===== config.mk =====
export PLATFORM = sky130hd
export DESIGN_NAME = q5_block_dequantizer
export DESIGN_NICKNAME = d
export VERILOG_FILES = /design/src/rtl/core/q5dq_pkg.sv /design/src/rtl/core/q5_block_dequantizer.sv
export SDC_FILE = /design/constraint.sdc
export NUM_CORES = 1
export LEC_CHECK = 0
export BUFFER_PORTS_ARGS = -buffer_cell sky130_fd_sc_hd__clkbuf_2
export CAP_MARGIN = 25
export CORE_AREA = 2 2 175 177
export DETAILED_ROUTE_END_ITERATION = 7
export DIE_AREA = 0 0 177 179
export GPL_TIMING_DRIVEN = 0
export PLACE_DENSITY = 0.76
export SLEW_MARGIN = 15
export SYNTH_ARGS = -nofsm -noshare
export SYNTH_HDL_FRONTEND = slang
export SYNTH_SLANG_ARGS = --single-unit

===== constraint.sdc =====
create_clock -name clk -period 8.4 [get_ports clk]
set_input_delay 0.42 -clock clk [delete_from_list [all_inputs] [get_ports clk]]
set_output_delay 0.42 -clock clk [all_outputs]
set_load 0.1 [all_outputs]

===== src/rtl/core/q5dq_pkg.sv =====
`timescale 1ns / 1ps
`default_nettype none
package q5dq_pkg;

  localparam int unsigned PairsPerBlock = 16;
  localparam int unsigned PairIdxW = 4;
  localparam logic [31:0] F32QnanDefault = 32'h7FC0_0000;
  localparam logic [31:0] F32QuietBit = 32'h0040_0000;
  localparam logic [4:0] CodeOffset = 5'd16;

  // binary16 scale times (code - 16), exact binary32 result
  function automatic logic [31:0] scale_code(input logic [15:0] h, input logic [4:0] code);
    logic        hs;
    logic [4:0]  he;
    logic [9:0]  hm;
    logic        neg;
    logic [4:0]  mag;
    logic        sgn;
    logic [10:0] sig;
    logic [15:0] prod;
    logic [3:0]  p;
    logic [7:0]  be;
    logic [22:0] frac;
    logic [31:0] res;
    hs = h[15];
    he = h[14:10];
    hm = h[9:0];
    neg = ~code[4];
    mag = code[4] ? (code - CodeOffset) : (CodeOffset - code);
    sgn = hs ^ neg;
    sig = (he == 5'd0) ? {1'b0, hm} : {1'b1, hm};
    prod = 16'(sig * mag);
    p = 4'd0;
    for (int i = 1; i < 15; i++) begin
      if (prod[i]) p = 4'(i);
    end
    // exponent: p + max(he,1) - 25 + 127
    be = 8'(p) + 8'((he == 5'd0) ? 5'd1 : he) + 8'd102;
    frac = 23'({7'd0, prod} << (5'd23 - 5'(p)));
    if (he == 5'h1F) begin
      if (hm != 10'd0) res = {hs, 8'hFF, hm, 13'd0} | F32QuietBit;
      else if (mag == 5'd0) res = F32QnanDefault;
      else res = {sgn, 8'hFF, 23'd0};
    end else if ((he == 5'd0 && hm == 10'd0) || mag == 5'd0) begin
      res = {sgn, 31'd0};
    end else begin
      res = {sgn, be, frac};
    end
    return res;
  endfunction

endpackage
`default_nettype wire


===== src/rtl/core/q5_block_dequantizer.sv =====
`timescale 1ns / 1ps
// q5_block_dequantizer
// Input channel (in_valid/in_ready): one packed Q5_0 block per item, with a
// binary16 scale, 32 high bits, 16 nibble bytes and a final-block flag.
// Output channel (out_valid/out_ready): 16 items per block, pair_index 0..15,
// each carrying element j and element j+16 as binary32 words.
// The block is first captured into the held-block registers, then each pair is
// registered onto the outputs. One pair per cycle while the receiver is ready; the
// block register takes the next block while the sixteenth pair is registered, so
// blocks stream with no gap. The pair counter over the held block paces the pairs.
// A stalled receiver holds the current pair and the counter; no pair is
// dropped or repeated. Reset clears the valid flag and the counter.
`default_nettype none
module q5_block_dequantizer (
  input  wire         clk,
  input  wire         rst,
  input  wire         in_valid,
  output logic        in_ready,
  input  wire  [15:0] scale_bits,
  input  wire  [31:0] high_bits,
  input  wire  [63:0] nibbles_first,
  input  wire  [63:0] nibbles_second,
  input  wire         final_block,
  output logic        out_valid,
  input  wire         out_ready,
  output logic [31:0] value_low,
  output logic [31:0] value_high,
  output logic [q5dq_pkg::PairIdxW-1:0] pair_index,
  output logic        last_of_block,
  output logic        end_of_row
);
  import q5dq_pkg::*;

  logic [15:0]          held_scale;
  logic [31:0]          held_high_bits;
  logic [127:0]         held_nibbles;
  logic                 held_final;
  logic                 busy;
  logic [PairIdxW-1:0]  pair_counter;
  logic                 adv;
  logic                 last_pair;
  logic [7:0]           byte_sel;
  logic [4:0]           code_lo;
  logic [4:0]           code_hi;

  assign last_pair = (pair_counter == PairIdxW'(PairsPerBlock - 1));
  assign adv = busy && (!out_valid || out_ready);
  assign in_ready = !busy || (adv && last_pair);

  assign byte_sel = held_nibbles[{pair_counter, 3'd0} +: 8];
  assign code_lo = {held_high_bits[pair_counter], byte_sel[3:0]};
  assign code_hi = {held_high_bits[{1'b1, pair_counter}], byte_sel[7:4]};

  always_ff @(posedge clk) begin
    if (rst) begin
      busy <= 1'b0;
      pair_counter <= '0;
      out_valid <= 1'b0;
    end else begin
      if (out_valid && out_ready) out_valid <= 1'b0;
      if (adv) begin
        out_valid <= 1'b1;
        pair_counter <= pair_counter + 1'b1;
        if (last_pair) busy <= 1'b0;
      end
      if (in_valid && in_ready) begin
        busy <= 1'b1;
        pair_counter <= '0;
      end
    end
  end

  always_ff @(posedge clk) begin
    if (in_valid && in_ready) begin
      held_scale <= scale_bits;
      held_high_bits <= high_bits;
      held_nibbles <= {nibbles_second, nibbles_first};
      held_final <= final_block;
    end
    if (adv) begin
      value_low <= scale_code(held_scale, code_lo);
      value_high <= scale_code(held_scale, code_hi);
      pair_index <= pair_counter;
      last_of_block <= last_pair;
      end_of_row <= last_pair && held_final;
    end
  end

`ifndef SYNTHESIS
  a_end_needs_last: assert property (@(posedge clk) disable iff (rst)
    out_valid && end_of_row |-> last_of_block) else $error("end_of_row without last");
  a_last_idx: assert property (@(posedge clk) disable iff (rst)
    out_valid && last_of_block |-> pair_index == PairIdxW'(PairsPerBlock - 1))
    else $error("last_of_block at wrong index");
  a_no_take_midblock: assert property (@(posedge clk) disable iff (rst)
    busy && !last_pair |-> !in_ready) else $error("input taken mid-block");
`endif

endmodule
`default_nettype wire


==> metrics.txt, run 1 <==
DR pass1 iterations=5; number of global-route vias before repair=10.7k; sequential cell area fraction in the yosys report=0.495; final wirelength=36.4 mm; fmax=0.124 GHz; most area-consuming cells after synthesis=edfxtp_1 (49%), fa_1 (7.4%), ha_1 (5.5%); Max-Cap Viols=0; Post-Synthesis Cells=1198; most frequent CP cell=inv_1; Mapped Area=15200 um2; CP Launch Type=flip-flop; DRC viols=0; CTS sink count=253; worst setup margin=318 ps; DR WL/cell=18.8 um; final layout net count=1827; DP Worst Slack=-1290 ps; port bufs=252; Crit Path Category=reg2reg; antenna diode count=0; H-tree Lvls=1; most frequent cells in the layout=clkbuf_2 (255), edfxtp_1 (247), inv_1 (105); #FFs+latches synth=253; CTS max path bufs=3; normalized max-slew margin=0.559; crit-path leading delay family=adder cells; Layout area overhead=22.2%; YS warnings=0; vias=10.8k; crit-path max FO=10; initial antenna violation count=0; slowest CP cell=mux4_1; Global Route Usage Sum=0.230; Tmin final=8080 ps; number of synthesized flops with an enable pin=247; clk slew on worst S/H paths=60 ps; Final Max Slew Viols=0; Synth cell types=91; leading cell type in the layout, fill and taps excluded=clkbuf_2; fin util=0.620; setup tns final=0 ps; core area=30000 um2; initial drt markers=690; GRT Residual Overflow=0; Vias/cell=5.58; die height=179 um; # IOs=253; ANT nets after route=0; Main synth FF type=edfxtp_1; endpoints failing hold=0; worst hold path class=in2reg; Max stage delay on crit path=580 ps; Die W=177 um; final cycle utilization of the critical path=0.962; slew at the pin closest to its max-slew limit=660 ps; area share of the largest cell type after synthesis=0.487; first-pass GRT wire length=56.5 mm; WP buf/inv=12; Skew-Pair Late Insertion Delay=560 ps; Cell Area, Placed=17200 um2; layout cell share with drive strength beyond 1=0.305; # setup viols final=0; CTS Hold Buffers Added=0; CTS tree=built; ys async rst share=0; status=finished, final reports clean; RePlAce Congestion=0.890; endpoint type of the worst setup path=flip-flop; pin count of the biggest net entering global routing=64; FP Rows=64; critical path data required time=8670 ps; Final Cell Area=18600 um2; Initial Util=0.507; Avg Cell Area, Syn=12.7 um2; hpwl dp=27.9 mm; CTS root buffer=clkbuf_16; CTS Buf Count=27; area leader, netlist=edfxtp_1; Worst Skew=19.9 ps; CP Data Arrival Time=8350 ps; Die Footprint=31700 um2
## final cells by class
type / count / area [um2]
Multi-Input combinational cell: 798 / 7370
Clock buffer: 31 / 691
Inverter: 107 / 404
Tap cell: 396 / 495
Fill cell: 2346 / 11400
Sequential cell: 253 / 7540
Timing Repair Buffer: 280 / 1540
Buffer: 56 / 385
Clock inverter: 16 / 181
## kinds of logic after synthesis
logic type / synth area share
and+or+nand+nor: 0.109
DFF: 0.495
AOI/OAI and AO/OA: 0.111
buffers and inverters: 0.0474
adders and majority gates: 0.129
muxes: 0.0911
xor gates and xnor gates: 0.0177
other: 0.000246
## registers in the layout (all words and copies together), names as in the netlist, 4 cells and up
| signal | count |
|---|---|
| held_nibbles | 128 |
| held_high_bits | 32 |
| value_high | 32 |
| value_low | 32 |
| held_scale | 16 |
| pair_counter | 4 |
| pair_index | 4 |
## routing by layer
metal / vias to the layer above / track usage / part of all wire
met1: 5186 / 0.301 / 0.41
li1: 5045 / - / -
met2: 497 / 0.387 / 0.48
met5: - / 0 / 0
met3: 81 / 0.0411 / 0.077
met4: 0 / 0.0771 / 0.032
## cell usage after synthesis, types with 15 or more instances
cell and count:
nand2_1 106, a22oi_1 20, o21ai_0 32, clkbuf_1 41
nand3_1 15, nor2b_1 47, inv_1 105, ha_1 67
fa_1 56, nand2b_1 15, a21o_1 15, mux2i_1 37
mux4_2 27, edfxtp_1 247, a21oi_1 48, xnor2_1 15
and2_1 40, nor2_1 48
## worst reg2reg max path: cells and delay by family (launching register included)
kind | cells | cell delay, ps
mux | 2 | 840
compound gates | 6 | 1010
flops | 1 | 350
buf+inv | 12 | 1310
fa+ha+maj | 8 | 2910
xor+xnor | 1 | 180
simple gates | 6 | 1220
## through the flow
stage | hold WS (ps) | std cells
2_1_floorplan | 435 | 1215
3_3_place_gp | 455 | 1863
3_5_place_dp | 451 | 1867
4_1_cts | 16.6 | 1922
5_1_grt | 27.1 | 1937
6_report | 43.0 | 1937
## final timing paths
path                                                    from                            to  slack [ps]  depth (start not counted)
worst max-delay path            pair_counter[0]$_SDFFE_PP0P_  value_high[30]$_SDFFCE_PP1P_         320                         35
worst min-delay path                           scale_bits[9]       held_scale[9]$_DFFE_PP_          40                          1
worst max register to register  pair_counter[0]$_SDFFE_PP0P_  value_high[30]$_SDFFCE_PP1P_         320                         35
worst min register to register  pair_counter[0]$_SDFFE_PP0P_       pair_index[0]$_DFFE_PP_         460                          0
## what timing repair did
item / 4_1_cts / 5_1_grt
pin swaps: 7 / 16
hold endpoints to repair: 0 / 0
cloned: 0 / 1
resized for setup: 47 / 58
setup endpoints to repair: 44 / 15
buffers inserted: 8 / 15
Power of run 1 is left out: the tool's default activity adds up to more than one toggle a clock period on the data nets, which glitch-free logic cannot reach.
==> run 2, diff against run 1 <==
Settings changed: RECOVER_POWER set to 25.
==> metrics.txt, run 2 (same netlist as run 1, synthesis figures left out) <==
CTS sink count=253 (unchanged); leading cell type in the layout, fill and taps excluded=clkbuf_2; Die W=177 um (unchanged); ANT nets after route=0 (unchanged); endpoints failing hold=0 (unchanged); CTS Buf Count=27 (unchanged); Skew-Pair Late Insertion Delay=560 ps (about the same); fmax=0.124 GHz (about the same); hpwl dp=27.9 mm (unchanged); worst setup margin=322 ps (+4.45 ps); core area=30000 um2 (unchanged); FP Rows=64 (unchanged); crit-path max FO=10 (unchanged); CP Data Arrival Time=8350 ps (about the same); CP Launch Type=flip-flop; first-pass GRT wire length=56.5 mm (unchanged); normalized max-slew margin=0.559 (about the same); Fillers=2347 (+0.043%); endpoint type of the worst setup path=flip-flop; GRT Residual Overflow=0 (unchanged); pin count of the biggest net entering global routing=64 (unchanged); DP Worst Slack=-1290 ps (unchanged); die height=179 um (unchanged); Global Route Usage Sum=0.230 (unchanged); slew at the pin closest to its max-slew limit=660 ps (+0.0733 ps); Top reg by flops=held_nibbles; most frequent cells in the layout=clkbuf_2 (249), edfxtp_1 (247), inv_1 (105); CTS tree=built; port bufs=252 (unchanged); # setup viols final=0 (unchanged); Worst Skew=20.3 ps (+0.397 ps); number of global-route vias before repair=10.7k (unchanged); Final Max Slew Viols=0 (unchanged); # IOs=253 (unchanged); most frequent CP cell=inv_1; layout cell share with drive strength beyond 1=0.301 (-0.00389); Max-Cap Viols=0 (unchanged); Tmin final=8080 ps (-4.45 ps); DR pass1 iterations=5 (unchanged); CTS Hold Buffers Added=0 (unchanged); DRC viols=0 (unchanged); initial drt markers=693 (+0.43%); Crit Path Category=reg2reg; final wirelength=36.4 mm (about the same); Die Footprint=31700 um2 (unchanged); Initial Util=0.507 (unchanged); antenna diode count=0 (unchanged); initial antenna violation count=0 (unchanged); Vias/cell=5.59 (about the same); vias=10.8k (+0.093%); CTS max path bufs=3 (unchanged); clk slew on worst S/H paths=60 ps (about the same); worst hold path class=in2reg; H-tree Lvls=1 (unchanged); final cycle utilization of the critical path=0.962 (about the same); RePlAce Congestion=0.890 (unchanged); status=finished, final reports clean; Layout area overhead=22.1% (about the same); CTS root buffer=clkbuf_16; Max stage delay on crit path=580 ps (about the same); slowest CP cell=mux4_1; DR WL/cell=18.8 um (about the same); final layout net count=1827 (unchanged); critical path data required time=8670 ps (about the same); max reg flops=128 (unchanged)
[run 2: cell counts in the layout (fill, tap and decap cells not counted)]
No cell type changed its count.
[run 2: layer usage]
layer	vias to the layer above	share of wire	GRT usage
met4	0	0.033	0.0771
met2	500	0.48	0.387
met3	83	0.078	0.0411
met1	5191	0.41	0.301
met5	-	0	0
li1	5045	-	-
[run 2: final timing paths]
kind | start | to | slack, ps | depth (start not counted)
max | pair_counter[0]$_SDFFE_PP0P_ | value_high[30]$_SDFFCE_PP1P_ | 320 | 35
min reg2reg | pair_counter[0]$_SDFFE_PP0P_ | pair_index[0]$_DFFE_PP_ | 460 | 0
max reg2reg | pair_counter[0]$_SDFFE_PP0P_ | value_high[30]$_SDFFCE_PP1P_ | 320 | 35
min | scale_bits[9] | held_scale[9]$_DFFE_PP_ | 40 | 1
[run 2: area by class of cell]
class / instances / area (um2) / area share
inverter: 107 / 404 / 0.0217
clock buffer: 31 / 691 / 0.0371
sequential: 253 / 7540 / 0.405
clock inverter: 16 / 181 / 0.00975
tap: 396 / 495 / 0.0266
buffer: 56 / 385 / 0.0207
timing repair buffer: 280 / 1530 / 0.0825
multi-input combinational: 798 / 7370 / 0.396
[run 2: critical path, delay by kind of cell, from the launching register on]
kind / cells / cell delay, ps
flip-flops: 1 / 350
XOR/XNOR: 1 / 180
buffers and inverters: 12 / 1290
adder cells (fa/ha/maj): 8 / 2900
AO/OA/AOI/OAI: 6 / 990
multiplexers: 2 / 840
AND/OR/NAND/NOR: 6 / 1210
[run 2: through the flow]
stage,instance area (um2),instances,utilization,TNS [ps],hold slack (ps)
after CTS,18300,1922,0.609,-46.0,16.6
after floorplan,15300,1215,-,0,435
final,18600,1937,0.620,0,43.0
after global routing,18600,1937,0.620,-99.4,27.1
after detailed placement,17200,1867,0.571,-26970,451
after global placement,17100,1863,0.568,-22520,455
[run 2: timing repair]
item / CTS / global route
buffers inserted: 8 / 15
pin swaps: 7 / 16
gates cloned: 0 / 1
setup endpoints to repair: 44 / 15
resized for setup: 47 / 58
Power of run 2 is left out for the same reason.
